**src/sv/cms_pkg.sv**
```systemverilog
// Shared constants and types for the scaled cumulative mean block.
package cms_pkg;

  // Sample bits that take part in the average; the rest of the port is ignored.
  localparam int unsigned SAMPLE_BITS = 32;
  // Width of the saturating sample counter.
  localparam int unsigned COUNT_BITS  = 32;
  // Width of the scaled mean and of the difference fed to the divider.
  localparam int unsigned MEAN_W      = 64;
  // Divisor width: the count plus one can reach two to the COUNT_BITS.
  localparam int unsigned DIV_W       = COUNT_BITS + 1;
  // One divider step per dividend bit.
  localparam int unsigned STEP_W      = $clog2(MEAN_W);
  // Width of the scale shift register.
  localparam int unsigned SHIFT_W     = 5;

  // Input action codes.
  localparam logic ACT_SAMPLE = 1'b0;
  localparam logic ACT_CLEAR  = 1'b1;

  typedef logic [MEAN_W-1:0] mean_t;
  typedef logic [DIV_W-1:0]  divisor_t;

endpackage

```
**src/sv/cms_divider.sv**
```systemverilog
// Iterative radix-2 restoring divider: unsigned dividend by unsigned divisor.
module cms_divider (
  input  logic               clk_i,
  input  logic               rst_ni,
  input  logic               start_i,
  input  cms_pkg::mean_t     dividend_i,
  input  cms_pkg::divisor_t  divisor_i,
  output logic               done_o,
  output cms_pkg::mean_t     quotient_o
);

  logic                          busy_q, busy_d;
  logic                          done_q, done_d;
  logic [cms_pkg::STEP_W-1:0]    step_q, step_d;
  cms_pkg::divisor_t             rem_q, rem_d;
  cms_pkg::divisor_t             dsr_q, dsr_d;
  cms_pkg::mean_t                quo_q, quo_d;

  logic [cms_pkg::DIV_W:0]       shifted;
  logic [cms_pkg::DIV_W:0]       trial;

  // One quotient bit per cycle: shift in the next dividend bit and try a subtract.
  always_comb begin
    shifted = {rem_q, quo_q[cms_pkg::MEAN_W-1]};
    trial   = shifted - {1'b0, dsr_q};
    busy_d  = busy_q;
    done_d  = 1'b0;
    step_d  = step_q;
    rem_d   = rem_q;
    dsr_d   = dsr_q;
    quo_d   = quo_q;
    if (start_i) begin
      busy_d = 1'b1;
      step_d = '0;
      rem_d  = '0;
      dsr_d  = divisor_i;
      quo_d  = dividend_i;
    end else if (busy_q) begin
      if (!trial[cms_pkg::DIV_W]) begin
        rem_d = trial[cms_pkg::DIV_W-1:0];
      end else begin
        rem_d = shifted[cms_pkg::DIV_W-1:0];
      end
      quo_d  = {quo_q[cms_pkg::MEAN_W-2:0], ~trial[cms_pkg::DIV_W]};
      step_d = step_q + 1'b1;
      if (step_q == '1) begin
        busy_d = 1'b0;
        done_d = 1'b1;
      end
    end
  end

  // Control state is reset; the datapath registers need none.
  always_ff @(posedge clk_i or negedge rst_ni) begin
    if (!rst_ni) begin
      busy_q <= 1'b0;
      done_q <= 1'b0;
      step_q <= '0;
    end else begin
      busy_q <= busy_d;
      done_q <= done_d;
      step_q <= step_d;
    end
  end

  always_ff @(posedge clk_i) begin
    rem_q <= rem_d;
    dsr_q <= dsr_d;
    quo_q <= quo_d;
  end

  assign done_o     = done_q;
  assign quotient_o = quo_q;

endmodule

```
**src/sv/cumulative_mean_scaled.sv**
```systemverilog
// Top level of the scaled cumulative mean block: sequencer, state and output register.
//
// Each sample is sign-extended, shifted left by scale_shift into 64 bits and folded
// into a running mean: the first sample after a clear becomes the mean, and each
// later one adds (scaled - mean) / (count + 1), truncated toward zero. The divide
// runs on a single radix-2 divider at one quotient bit per cycle. A sample that
// needs it is busy from acceptance until its result is loaded into the output
// register, passing through ST_PREP to start the divider, ST_DIV for the divider
// steps, the done flag and the sign, ST_APPLY to add and ST_FINISH to load the
// output register. The difference is formed at the accepting edge. The input is
// ready again in the cycle after the load, so the next sample is not accepted before
// this one is loaded. The first sample after a clear goes straight to ST_FINISH, so
// the next item can follow its load, and a clear item can be followed in the next
// cycle. A result still waiting in the output register holds the next result back,
// and the input stays not ready until that one is loaded. The input becomes ready
// as soon as the result sits in the output register, even if it is not yet taken.
// The sample count saturates at its maximum. Each sample gives one result, a
// clear gives none. scale_shift may only be written while the block is idle.
module cumulative_mean_scaled (
  input  logic                               clk_i,
  input  logic                               rst_ni,
  // Configuration write channel.
  input  logic                               cfg_valid_i,
  output logic                               cfg_ready_o,
  input  logic [cms_pkg::SHIFT_W-1:0]        cfg_scale_shift_i,
  // Input item channel.
  input  logic                               in_valid_i,
  output logic                               in_ready_o,
  input  logic                               action_i,
  input  logic signed [31:0]                 sample_i,
  // Result item channel.
  output logic                               out_valid_o,
  input  logic                               out_ready_i,
  output logic signed [63:0]                 mean_o,
  output logic [31:0]                        sample_count_o
);

  typedef enum logic [2:0] {
    ST_IDLE,
    ST_PREP,
    ST_DIV,
    ST_APPLY,
    ST_FINISH
  } state_e;

  state_e                             state_q, state_d;
  logic [cms_pkg::SHIFT_W-1:0]        shift_q, shift_d;
  cms_pkg::mean_t                     mean_q, mean_d;
  logic [cms_pkg::COUNT_BITS-1:0]     count_q, count_d;
  cms_pkg::mean_t                     diff_q, diff_d;
  cms_pkg::divisor_t                  dsr_q, dsr_d;
  cms_pkg::mean_t                     step_q, step_d;
  logic                               out_valid_q, out_valid_d;
  cms_pkg::mean_t                     out_mean_q, out_mean_d;
  logic [cms_pkg::COUNT_BITS-1:0]     out_count_q, out_count_d;

  logic                               in_fire;
  cms_pkg::mean_t                     sample_ext;
  cms_pkg::mean_t                     scaled;
  logic                               div_start;
  cms_pkg::mean_t                     div_dividend;
  logic                               div_done;
  cms_pkg::mean_t                     div_quotient;

  assign in_ready_o  = (state_q == ST_IDLE);
  assign cfg_ready_o = 1'b1;
  assign in_fire     = in_valid_i && in_ready_o;

  // Sign-extend the used sample bits and apply the configured scale.
  assign sample_ext = {{(cms_pkg::MEAN_W - cms_pkg::SAMPLE_BITS)
                        {sample_i[cms_pkg::SAMPLE_BITS-1]}},
                       sample_i[cms_pkg::SAMPLE_BITS-1:0]};
  assign scaled     = sample_ext << shift_q;

  // The divider works on the magnitude of the difference.
  assign div_start    = (state_q == ST_PREP);
  assign div_dividend = diff_q[cms_pkg::MEAN_W-1] ? (~diff_q + 1'b1) : diff_q;

  cms_divider u_divider (
    .clk_i      (clk_i),
    .rst_ni     (rst_ni),
    .start_i    (div_start),
    .dividend_i (div_dividend),
    .divisor_i  (dsr_q),
    .done_o     (div_done),
    .quotient_o (div_quotient)
  );

  // Sequencer and state update.
  always_comb begin
    state_d     = state_q;
    shift_d     = shift_q;
    mean_d      = mean_q;
    count_d     = count_q;
    diff_d      = diff_q;
    dsr_d       = dsr_q;
    step_d      = step_q;
    out_valid_d = out_valid_q;
    out_mean_d  = out_mean_q;
    out_count_d = out_count_q;

    if (out_valid_q && out_ready_i) begin
      out_valid_d = 1'b0;
    end
    if (cfg_valid_i && cfg_ready_o) begin
      shift_d = cfg_scale_shift_i;
    end

    case (state_q)
      ST_IDLE: begin
        if (in_fire) begin
          if (action_i == cms_pkg::ACT_CLEAR) begin
            mean_d  = '0;
            count_d = '0;
          end else begin
            if (count_q == '0) begin
              mean_d  = scaled;
              state_d = ST_FINISH;
            end else begin
              diff_d  = scaled - mean_q;
              dsr_d   = {1'b0, count_q} + 1'b1;
              state_d = ST_PREP;
            end
            if (count_q != '1) begin
              count_d = count_q + 1'b1;
            end
          end
        end
      end
      ST_PREP: begin
        state_d = ST_DIV;
      end
      ST_DIV: begin
        // Restore the sign of the truncated quotient.
        if (div_done) begin
          step_d  = diff_q[cms_pkg::MEAN_W-1] ? (~div_quotient + 1'b1) : div_quotient;
          state_d = ST_APPLY;
        end
      end
      ST_APPLY: begin
        mean_d  = mean_q + step_q;
        state_d = ST_FINISH;
      end
      ST_FINISH: begin
        // Load the result once the output register is free.
        if (!out_valid_q || out_ready_i) begin
          out_valid_d = 1'b1;
          out_mean_d  = mean_q;
          out_count_d = count_q;
          state_d     = ST_IDLE;
        end
      end
      default: begin
        state_d = ST_IDLE;
      end
    endcase
  end

  always_ff @(posedge clk_i or negedge rst_ni) begin
    if (!rst_ni) begin
      state_q     <= ST_IDLE;
      shift_q     <= '0;
      mean_q      <= '0;
      count_q     <= '0;
      out_valid_q <= 1'b0;
    end else begin
      state_q     <= state_d;
      shift_q     <= shift_d;
      mean_q      <= mean_d;
      count_q     <= count_d;
      out_valid_q <= out_valid_d;
    end
  end

  always_ff @(posedge clk_i) begin
    diff_q      <= diff_d;
    dsr_q       <= dsr_d;
    step_q      <= step_d;
    out_mean_q  <= out_mean_d;
    out_count_q <= out_count_d;
  end

  assign out_valid_o    = out_valid_q;
  assign mean_o         = out_mean_q;
  assign sample_count_o = 32'(out_count_q);

  // A clear item leaves the count at zero.
  assert property (@(posedge clk_i) disable iff (!rst_ni)
    in_fire && (action_i == cms_pkg::ACT_CLEAR) |=> count_q == '0)
    else $error("count not cleared by a clear item");

  // Every result reports at least one averaged sample.
  assert property (@(posedge clk_i) disable iff (!rst_ni)
    out_valid_o |-> sample_count_o != '0)
    else $error("result with a zero sample count");

  // The divider only finishes while the sequencer waits for it.
  assert property (@(posedge clk_i) disable iff (!rst_ni)
    div_done |-> state_q == ST_DIV)
    else $error("divider finished outside the divide state");

  // The first sample after a clear becomes the mean as it is.
  assert property (@(posedge clk_i) disable iff (!rst_ni)
    in_fire && (action_i == cms_pkg::ACT_SAMPLE) && (count_q == '0)
    |=> mean_q == $past(scaled))
    else $error("first sample did not become the mean");

endmodule

```
**config.mk**
```make
export PLATFORM = sky130hd
export DESIGN_NAME = cumulative_mean_scaled
export DESIGN_NICKNAME = d
export VERILOG_FILES = /design/src/sv/cms_pkg.sv /design/src/sv/cms_divider.sv /design/src/sv/cumulative_mean_scaled.sv
export SDC_FILE = /design/constraint.sdc
export NUM_CORES = 1
export LEC_CHECK = 0
export ABC_CLOCK_PERIOD_IN_PS = 7250
export BUFFER_PORTS_ARGS = -buffer_cell sky130_fd_sc_hd__buf_2
export CAP_MARGIN = 10
export CELL_PAD_IN_SITES_DETAIL_PLACEMENT = 1
export CELL_PAD_IN_SITES_GLOBAL_PLACEMENT = 1
export CORE_ASPECT_RATIO = 0.7
export CORE_MARGIN = 2
export CORE_UTILIZATION = 50
export CTS_CLUSTER_DIAMETER = 60
export DETAILED_ROUTE_END_ITERATION = 8
export PLACE_DENSITY_LB_ADDON = 0.1
export SYNTH_ARGS = -nofsm -noshare
export SYNTH_HDL_FRONTEND = slang
export SYNTH_SLANG_ARGS = --single-unit
```
**constraint.sdc**
```tcl
create_clock -name clk_i -period 7.25 [get_ports clk_i]
set_input_delay 1.45 -clock clk_i [delete_from_list [all_inputs] [get_ports clk_i]]
set_output_delay 1.45 -clock clk_i [all_outputs]
set_load 0.05 [all_outputs]
```
# After elaboration in Yosys (flattened, before gate mapping)
# Cells that the tools add are included.
dict set report op_classes {
  n_eq_ne 11
  n_bitwise 5
  n_addsub 8
  n_shift 1
  reduce_logical 15
  muxes 28
}
# cell count
set op_table {}
lappend op_table {{$mux W64} 7}
lappend op_table {{$add A64 B1 Y64 const B} 2}
lappend op_table {{$not A64 Y64} 2}
lappend op_table {{$pmux W64 S2} 1}
lappend op_table {{$add A64 B64 Y64} 1}
lappend op_table {{$mux W32} 2}
lappend op_table {{$shl A64 B5 Y64} 1}
lappend op_table {{$sub A64 B64 Y64} 1}
lappend op_table {{$sub A34 B33 Y34} 1}
lappend op_table {{$add A32 B1 Y33 const B} 1}
lappend op_table {{$mux W33} 1}
lappend op_table {{$add A32 B1 Y32 const B} 1}
lappend op_table {{$logic_not A32 Y1} 1}
lappend op_table {{$ne A32 B32 Y1 const B} 1}
lappend op_table {{$mux W3} 5}
lappend op_table {{$pmux W3 S5} 1}
lappend op_table {{$mux W6} 2}
lappend op_table {{$mux W1} 9}
lappend op_table {{$reduce_and A4 Y1} 2}
lappend op_table {{$add A6 B1 Y6 const B} 1}
lappend op_table {{$eq A3 B2 Y1 const B} 2}
lappend op_table {{$eq A6 B6 Y1 const B} 1}
lappend op_table {{$reduce_and A3 Y1} 2}
lappend op_table {{$reduce_bool A2 Y1} 3}
lappend op_table {{other kinds (11)} 17}
dict set report totals {
  word_cells 84
  regBits 500
}

# Depth between registers and ports, before layout
# Gate-level depths: netlist of the first run.
dict set report logic_depth {
  word_depth 5
  depth_mapped 21
  mapped_depth_nobuf 19
}

# Cells and area by module
# A second synthesis of the first run with hierarchy kept.
dict set report unflattened {
  hier_cells 3465
  area_unflattened_um2 33299.4
}
# module area_per_inst_um2 n_inst cells_each seq_area_each_um2
set modules_own_cells {}
lappend modules_own_cells {cumulative_mean_scaled 25680.9 1 2756 10344.9}
lappend modules_own_cells {cms_divider 7618.6 1 709 3773.6}

# Worst setup path after synthesis of the first run
# Ideal clock, no wire load.
dict set report synth_path {
  path_type {reg-to-reg}
  startpoint {reg state_q[1]}
  endpoint {reg step_q[0] (enable)}
  required_ps 6685
  path_stages_with_launch 4
  path_buffers 1
  t_arrival_ps 4984
  setup_slack_ps 1702
  period_less_slack_ps 5548
  cell_sequence {dfrtp_1 > clkbuf_1 > nand2_1 > nor3_1}
}
dict set report synth_via {
  elab_chain_len 2
}
# item line
set synth_rtl {}
lappend synth_rtl {{start: declaration} cumulative_mean_scaled.sv:46} ;# state_e state_q, state_d;
lappend synth_rtl {{start signal: assignment} cumulative_mean_scaled.sv:167} ;# state_q <= state_d;
lappend synth_rtl {{$eq A3 B2 Y1} cumulative_mean_scaled.sv:109} ;# case (state_q)
lappend synth_rtl {{$reduce_and A2 Y1 (no line)} --}
lappend synth_rtl {{end signal: assignment} cumulative_mean_scaled.sv:178} ;# step_q <= step_d;
lappend synth_rtl {{end: declaration} cumulative_mean_scaled.sv:52} ;# cms_pkg::mean_t step_q, step_d;
# Every way passes these cells.
# A chain may end at the register's enable or synchronous reset.

# Worst setup path in the final report of the first run
dict set report layout_path {
  startpoint {reg shift_q[0] in the netlist's numbering}
  endpoint {reg diff_q[59], data pin}
}
dict set report layout_via {
  elab_chain_len 2
}
# item line
set layout_rtl {}
lappend layout_rtl {{start: declaration} cumulative_mean_scaled.sv:47} ;# logic [cms_pkg::SHIFT_W-1:0] shift_q, shift_d;
lappend layout_rtl {{start signal: assignment} cumulative_mean_scaled.sv:168} ;# shift_q <= shift_d;
lappend layout_rtl {{$shl A64 B5 Y64} cumulative_mean_scaled.sv:73} ;# assign scaled = sample_ext << shift_q;
lappend layout_rtl {{$sub A64 B64 Y64} cumulative_mean_scaled.sv:120} ;# diff_d = scaled - mean_q;
lappend layout_rtl {{end signal: assignment} cumulative_mean_scaled.sv:176} ;# diff_q <= diff_d;
lappend layout_rtl {{end: declaration} cumulative_mean_scaled.sv:50} ;# cms_pkg::mean_t diff_q, diff_d;
# Every way passes these cells.

==> results of run 1 <==
cell families (layout without fill, tap and decap cells):
group,after synthesis,in the layout
compound gates,1061,1061
xor+xnor,308,308
fa+ha+maj,168,168
buf+inv,331,434
flops,500,500
mux,106,106
other cells,1,1
simple gates,889,889
state kept, by name (all words and copies together), names as in the netlist, 3 cells and up:
register	cells
dsr_q	33
step_q	64
state_q	3
mean_o	64
u_divider.quotient_o	64
count_q	32
sample_count_o	32
u_divider.rem_q	33
shift_q	5
diff_q	64
u_divider.step_q	6
u_divider.dsr_q	33
mean_q	64
path summary, 6_finish.rpt:
check	startpoint	endpoint	slack, ns	cells after the start
setup / recovery	shift_q[0]	diff_q[59]	1.16	15
hold / removal	dsr_q[29]	u_divider.dsr_q[29]	0.42	0
setup reg to reg	shift_q[0]	diff_q[59]	1.16	15
hold reg to reg	dsr_q[29]	u_divider.dsr_q[29]	0.42	0
max in group asynchronous	rst_ni	mean_q[39]	4.80	2
min in group asynchronous	rst_ni	count_q[1]	0.88	1
power by group through the flow:
stage / Combinational [uW] / Clock (uW) / Sequential (uW)
floorplan: 5380 / 0 / 5110
global placement: 7650 / 0 / 5060
detailed placement: 7900 / 0 / 5120
CTS: 7970 / 2800 / 5080
global route: 8830 / 2890 / 5190
finish: 8140 / 2770 / 5110
cell type report:
type	instances	area [sq um]
clock inverters	26	256
repair buffers	176	973
flip-flops and latches	500	14100
inverters	158	593
clock buffers	74	1450
multi-input cells	2533	16900
fillers	7130	28100
well taps	829	1040
cells in the mapped netlist, types with 23 or more instances:
master / instances / area (sq um)
nand2b_1: 29 / 181
nor3_1: 52 / 260
mux2i_1: 75 / 751
ha_1: 165 / 2060
a31oi_1: 24 / 150
edfxtp_1: 354 / 10600
xor2_1: 132 / 1160
xnor2_1: 176 / 1540
a21oi_1: 306 / 1530
inv_1: 154 / 578
nand3_1: 48 / 240
nor2b_1: 31 / 194
o41ai_1: 24 / 210
dfrtp_1: 113 / 2830
o21a_1: 29 / 218
or4_1: 23 / 173
o21ai_0: 323 / 1620
nor2_1: 168 / 631
nand2_1: 373 / 1400
a221oi_1: 48 / 420
o31ai_1: 52 / 390
or3_1: 24 / 150
nand4_1: 50 / 313
o21bai_1: 30 / 225
clkbuf_1: 153 / 574
dfxtp_1: 33 / 661
a21o_1: 92 / 691
worst max-delay path, stage by stage (launching register included):
cell and delay (ns):
dfrtp_2 1.00, mux4_2 0.63, mux2_2 0.33, o21ai_0 0.57
o22ai_1 0.33, ha_1 0.52, and4_1 0.31, nand3_1 0.14
o21a_1 0.19, o211ai_1 0.10, a21oi_1 0.43, o2111ai_1 0.28
a221oi_1 0.47, o21bai_1 0.18, a31oi_1 0.22, xnor2_1 0.08
layer usage:
layer	up-vias	routed length, um	track usage, %
li1	12498	-	-
met1	13871	55300	53.0
met2	1102	46200	47.2
met3	146	12500	11.1
met4	6	2310	7.12
met5	-	41	0
metrics by stage:
stage / worst slack [ns] / instances / hold slack, ns / total power [uW]
finish: 1.16 / 4296 / 0.420 / 16000
global route: 0.891 / 4296 / 0.424 / 16900
CTS: 1.34 / 4296 / 0.420 / 15800
detailed placement: 0.959 / 4196 / 0.406 / 13000
global placement: 0.945 / 4196 / 0.403 / 12700
floorplan: 1.70 / 3364 / 0.400 / 10500
==> results by group, run 1 <==
Status
  • Outcome: finished, final reports clean

Detailed routing
  • Routed via count: 27623
  • Wirelength per Cell: 27.1 um
  • Antenna-violating nets left: 0
  • Final WL: 116000 um
  • Initial DRC Count: 2783
  • # DRC: 0
  • Pre-Repair DR Iteration Count: 5
  • Vias/cell: 6.43

Clock tree
  • H-tree depth: 2
  • Clock root buffer: clkbuf_16
  • Post-CTS setup repair buffer count: 0
  • CTS Sinks: 500
  • Hold-fix buffers, CTS: 0
  • Clock latency at the later pin of the worst-skew pair: roughly 0.65 ns
  • CTS tree: yes
  • Post-cts gate resize count: 0
  • Clock Path Buffers: 3
  • Reg clk slew, reported paths: 0.06 ns
  • Num CTS Buffers: 53

Pwr
  • Switching share of power: 46.1%
  • Switching power: 7380 uW
  • Clock power frac: 17.3%
  • Comb pwr share: 50.8%
  • Internal: 8640 uW
  • Leakage: approximately 0.014 uW
  • Worst vdd ir: ~0.23 mV
  • PwrDens: ~450 nW/um^2
  • Seq pwr share: between 30% and 40%

STA
  • RSZ-0062 raised after global routing: false
  • Final Hold Viols: 0
  • Crit share post-route: 84.0%
  • Max Fclk: around 160 MHz
  • Worst-Margin Slew: 1.20 ns
  • Final setup fails: 0
  • Fin Setup TNS: 0 ns
  • Slew headroom: 19.6%
  • Clk_skew: 0.0231 ns
  • Slew Viols, Final: 0
  • Fin crit period: approximately 6.1 ns

Yosys
  • Synthesis Warnings: 0
  • FF+latch count, synth: 500
  • Avg Inst Size Synth: 9.58 sq um
  • Post-synth ARST share: 22.6%
  • Largest family of logic cells by synthesized area: compound AO/OA/AOI/OAI gates
  • Netlist cell types: 80
  • Post-Syn Area: 32200 sq um
  • Ys flop type: edfxtp_1
  • Post-synthesis simple-gate area fraction: 13.1%
  • Post-synth EDFFs: 354
  • Fraction of the mapped netlist area in adder cells: 6.59%
  • Synth Area in XOR/XNOR: 8.37%
  • Net Count, Synth: 3575
  • Post-synthesis mux area share: 3.90%
  • Synth Area in Compound Gates: 20.4%
  • Synthesized instance count: 3364
  • Sequential area share after synthesis: 43.8%

Global route
  • Pin count of the biggest net entering global routing: slightly below 80
  • Vias in the first global route: 27453
  • Total track usage: 34.6%
  • Initial antenna violation count: 3
  • Grt ovf: 0
  • Global-route wire length before repair: 174000 um

Critical path
  • Worst-path fanout max: 43
  • Worst setup SP type: flop
  • CP required: 7.63 ns
  • Worst Path Arrival: approximately 6.5 ns
  • Crit path kind: flop to flop
  • Worst setup EP type: flop

Floorplanning
  • Die width: 307 um
  • Die area: about 67000 sq um
  • Die Y-Extent: 216 um
  • Standard-cell rows: 77
  • Num ports: 142
  • Core Region: ~63000 sq um
  • Starting Density: 50.8%

Cells and area
  • Ant diodes: 0
  • Layout cell share with drive strength beyond 1: about a tenth
  • Most frequent cells in the layout: nand2_1 (372), edfxtp_1 (354), o21ai_0 (322)
  • Most common cell after layout, fill and taps aside: nand2_1
  • Area delta synth->final: 9.66%
  • Core Util, Final: 55.7%
  • Post-route cell area: 35300 sq um
  • Fin nets: roughly 3600

Placed design
  • Placed wire-length estimate: 88600 um
  • Placed inst area: 33600 sq um
  • Routability cong.: between 0.9 and 1
  • Port Buf Inserts: 140

Run
  • Max-cap violations: 0

Worst hold path
  • Worst hold path class: flop to flop
Power figures use the tool's default switching activity.
==> run 2, diff against run 1 <==
--- a/config.mk
+++ b/config.mk
@@ -5,14 +5,15 @@
 export SDC_FILE = /design/constraint.sdc
 export NUM_CORES = 1
 export LEC_CHECK = 0
-export ABC_CLOCK_PERIOD_IN_PS = 7250
+export ABC_AREA = 1
+export ABC_CLOCK_PERIOD_IN_PS = 5800
 export BUFFER_PORTS_ARGS = -buffer_cell sky130_fd_sc_hd__buf_2
 export CAP_MARGIN = 10
 export CELL_PAD_IN_SITES_DETAIL_PLACEMENT = 1
 export CELL_PAD_IN_SITES_GLOBAL_PLACEMENT = 1
 export CORE_ASPECT_RATIO = 0.7
 export CORE_MARGIN = 2
-export CORE_UTILIZATION = 50
+export CORE_UTILIZATION = 46
 export CTS_CLUSTER_DIAMETER = 60
 export DETAILED_ROUTE_END_ITERATION = 8
 export PLACE_DENSITY_LB_ADDON = 0.1
==> constraint.sdc (replaced) <==
create_clock -name clk_i -period 5.8 [get_ports clk_i]
set_input_delay 1.16 -clock clk_i [delete_from_list [all_inputs] [get_ports clk_i]]
set_output_delay 1.16 -clock clk_i [all_outputs]
set_load 0.05 [all_outputs]
==> run 2 against run 1 <==
Wire length increased by 59%. Cell area increased by 20%. Clock power increased by 42%. Register-to-register slack got worse by 0.71 ns. Worst setup slack got worse by 0.71 ns. Sequential power increased by 31%. Combinational power increased by 79%. Critical endpoint is now diff_q[34].
==> results by group, run 2 <==
Floorplanning
  • Die area: 86000 sq um (+29%)
  • Num ports: 142 (unchanged)
  • Die Y-Extent: 246 um (+14%)
  • Die width: 350 um (+14%)
  • Starting Density: 46.6% (-4.3 points)
  • Standard-cell rows: 88 (+14%)
  • Core Region: 82600 sq um (+30%)

Critical path
  • Crit-path most repeated cell: nand2_1
  • Max incr delay on CP: 0.72 ns (-0.28 ns)
  • FF-to-FF path depth: 20 (+5)
  • Crit path kind: flop to flop
  • CP top delay family: simple AND/OR/NAND/NOR gates
  • Crit-path cells: inv_2 -> buf_4 -> nand2_1 -> and2_0 -> nand2_1 -> nand3_1 -> nand2_1 -> o21ai_0 -> nand2_1 -> and2_1 -> ha_1 -> nand2_1 -> nor2_1 -> inv_1 -> nor2_1 -> inv_1 -> nor3_1 -> nand3_1 -> nand3_1 -> xor2_1
  • Worst setup SP type: flop
  • Reg2reg start: shift_q[0]
  • Slowest CP cell: nor3_1
  • FF-to-FF setup slack: 0.45 ns (-0.71 ns)
  • Count of buffer and inverter cells on the critical path: 4 (+4)
  • Worst Path Arrival: 5.82 ns (-0.65 ns)
  • Worst setup EP type: flop
  • CP required: 6.26 ns (-1.37 ns)
  • R2R Path End: diff_q[34]
  • Worst-path fanout max: 19 (-56%)

Clock tree
  • Post-CTS setup repair buffer count: 0 (unchanged)
  • CTS tree: yes
  • Clock latency at the later pin of the worst-skew pair: 0.70 ns (+0.05 ns)
  • Clock Path Buffers: 3 (unchanged)
  • CTS Sinks: 500 (unchanged)
  • Reg clk slew, reported paths: 0.06 ns (about the same)
  • Clock root buffer: clkbuf_16
  • H-tree depth: 2 (unchanged)
  • Hold-fix buffers, CTS: 0 (unchanged)
  • Post-cts gate resize count: 0 (unchanged)
  • Num CTS Buffers: 54 (+1.9%)

Detailed routing
  • Initial DRC Count: 6300 (+130%)
  • Wirelength per Cell: 26.8 um (-0.83%)
  • Final WL: 185000 um (+59%)
  • # DRC: 0 (unchanged)
  • Pre-Repair DR Iteration Count: 6 (+1)
  • Routed via count: 41133 (+49%)
  • Vias/cell: 5.97 (-7.2%)
  • Antenna-violating nets left: 0 (unchanged)

Yosys
  • Post-Syn Area: 38500 sq um (+19%)
  • Area contributors post-synth: edfxtp_1 (28%), nand2_1 (17%), inv_1 (8.7%), dfrtp_1 (7.4%), nand3_1 (5.8%)
  • Yosys top cell area share: 27.6% (-5.4 points)
  • Most frequent cell after synthesis: nand2_1
  • Post-synth EDFFs: 354 (unchanged)
  • Net Count, Synth: 5860 (+64%)
  • Post-synth ARST share: 22.6% (unchanged)
  • Netlist cell types: 58 (-28%)
  • FF+latch count, synth: 500 (unchanged)
  • Commonest cells post-synth: nand2_1 (1787), inv_1 (893), nor2_1 (593), nand3_1 (446), edfxtp_1 (354)
  • Ys flop type: edfxtp_1
  • Synthesis Warnings: 0 (unchanged)
  • Sequential area share after synthesis: 36.7% (-7.1 points)
  • Post-synth top area cell: edfxtp_1
  • Avg Inst Size Synth: 6.81 sq um (-29%)
  • Synthesized instance count: 5649 (+68%)

Cells and area
  • Fin nets: 5975 (+64%)
  • Post-route cell area: 42200 sq um (+20%)
  • Layout cell share with drive strength beyond 1: 6.18% (-3.5 points)
  • Most common cell after layout, fill and taps aside: nand2_1
  • Area delta synth->final: 9.85%
  • Most frequent cells in the layout: nand2_1 (1786), inv_1 (891), nor2_1 (588)

Pwr
  • Clock power frac: 15.6% (-1.7 points)
  • Leakage: 0.0202 uW (+45%)
  • Switching power: 13800 uW (+87%)
  • PwrDens: 597 nW/um^2 (+32%)
  • Comb pwr share: 57.9% (+7.1 points)
  • Switching share of power: 54.8% (+8.7 points)
  • Seq pwr share: 26.5% (-5.4 points)
  • Worst vdd ir: 0.476 mV (+110%)
  • Internal: 11400 uW (+32%)
  • Total power: 25200 uW (+57%)

STA
  • Final Hold Viols: 0 (unchanged)
  • Worst-Margin Slew: 1.02 ns (-0.172 ns)
  • Fin Setup TNS: 0 ns (unchanged)
  • Fin crit period: 5.35 ns (-0.737 ns)
  • Clk_skew: 0.0659 ns (+0.0428 ns)
  • Crit share post-route: 92.3% (+8.3 points)
  • Final setup fails: 0 (unchanged)
  • Slew headroom: 31.1% (+11 points)
  • Worst hold slack: 0.370 ns (-0.0497 ns)
  • RSZ-0062 raised after global routing: false
  • Max Fclk: 187 MHz (+14%)
  • Slew Viols, Final: 0 (unchanged)

Worst hold path
  • Worst hold path class: input pin to async pin

Placed design
  • Placed inst area: 40200 sq um (+20%)
  • Placed wire-length estimate: 152000 um (+72%)
  • Routability cong.: 1.09 (+12%)
  • Port Buf Inserts: 140 (unchanged)

Global route
  • Initial antenna violation count: 11 (+8)
  • Global-route wire length before repair: 265000 um (+52%)
  • Pin count of the biggest net entering global routing: 97 (+23%)
  • Grt ovf: 0 (unchanged)
  • Total track usage: 42.3% (+7.7 points)
  • Vias in the first global route: 38734 (+41%)

Status
  • Outcome: finished, final reports clean

Run
  • Max-cap violations: 0 (unchanged)
==> run 2: changes by cell type after synthesis, moves of 51 or more <==
| cell | before | now |
|---|---|---|
| mux2i_1 | 75 | 0 |
| clkbuf_1 | 153 | 54 |
| nand3_1 | 48 | 446 |
| a21o_1 | 92 | 12 |
| nand2_1 | 373 | 1787 |
| o31ai_1 | 52 | 1 |
| o21ai_0 | 323 | 220 |
| nor2_1 | 168 | 593 |
| inv_1 | 154 | 893 |
| xnor2_1 | 176 | 37 |
==> run 2: worst max path at each step <==
stage | from | end | slack (ns) | cells past startpoint
finish | shift_q[0] | diff_q[34] | 0.45 | 20
global route | shift_q[0] | diff_q[34] | 0.39 | 20
CTS | shift_q[0] | diff_q[34] | 0.87 | 20
detailed placement | sample_i[31] | diff_q[34] | 0.62 | 17
global placement | sample_i[31] | diff_q[34] | 0.41 | 17
floorplan | out_ready_i | mean_o[0] | 0.05 | 2
==> run 2: area by class of cell <==
type                            instances  area [sq um]
Clock inverter                         40           562
Tap cell                             1080          1350
Antenna cell                            1          2.50
Clock buffer                           62          1430
Timing Repair Buffer                  178          1000
Fill cell                           10898         40300
Multi-Input combinational cell       4122         20400
Inverter                              908          3410
Sequential cell                       500         14100
==> run 2: power groups by stage <==
stage | Combinational (uW) | Sequential [uW] | Clock [uW]
CTS | 13900 | 6560 | 3940
global placement | 13400 | 6560 | 0
finish | 14600 | 6690 | 3940
detailed placement | 13700 | 6620 | 0
floorplan | 8700 | 6320 | 0
global route | 15600 | 6680 | 4070
==> run 2: worst register-to-register path: cells and delay by family, from the launching register on <==
family / cells / cell delay [ns]
AOI/OAI and AO/OA: 1 / 0.27
xor gates and xnor gates: 1 / 0.22
adders and majority gates: 1 / 0.49
buffers and inverters: 4 / 0.73
DFF: 1 / 0.66
and+or+nand+nor: 13 / 2.77
==> run 2: stage by stage <==
step           setup WS, ns  util [%]  std cells
3_3_place_gp          0.410      48.7       6788
4_1_cts               0.868      51.2       6890
3_5_place_dp          0.621      48.7       6788
5_1_grt               0.388      51.2       6890
6_report              0.449      51.2       6891
2_1_floorplan        0.0504         -       5649
==> run 2: cells by family (layout without fill, tap and decap cells) <==
family                     Yosys count  after routing  synth area share [%]
AOI/OAI and AO/OA                  656            656                  9.37
xor gates and xnor gates           180            180                  4.10
adders and majority gates          168            168                  5.52
buffers and inverters             1027           1188                  10.4
DFF                                500            500                  36.7
other                                1              2               0.00975
and+or+nand+nor                   3117           3117                  33.8
==> run 2: layer usage <==
layer / vias to the layer above / global-route usage [%] / wire length [um]
met5: - / 0 / 55
met4: 10 / 7.89 / 3550
met3: 198 / 18.3 / 31200
met2: 2549 / 53.5 / 67300
met1: 20032 / 65.0 / 82900
li1: 18344 / - / -
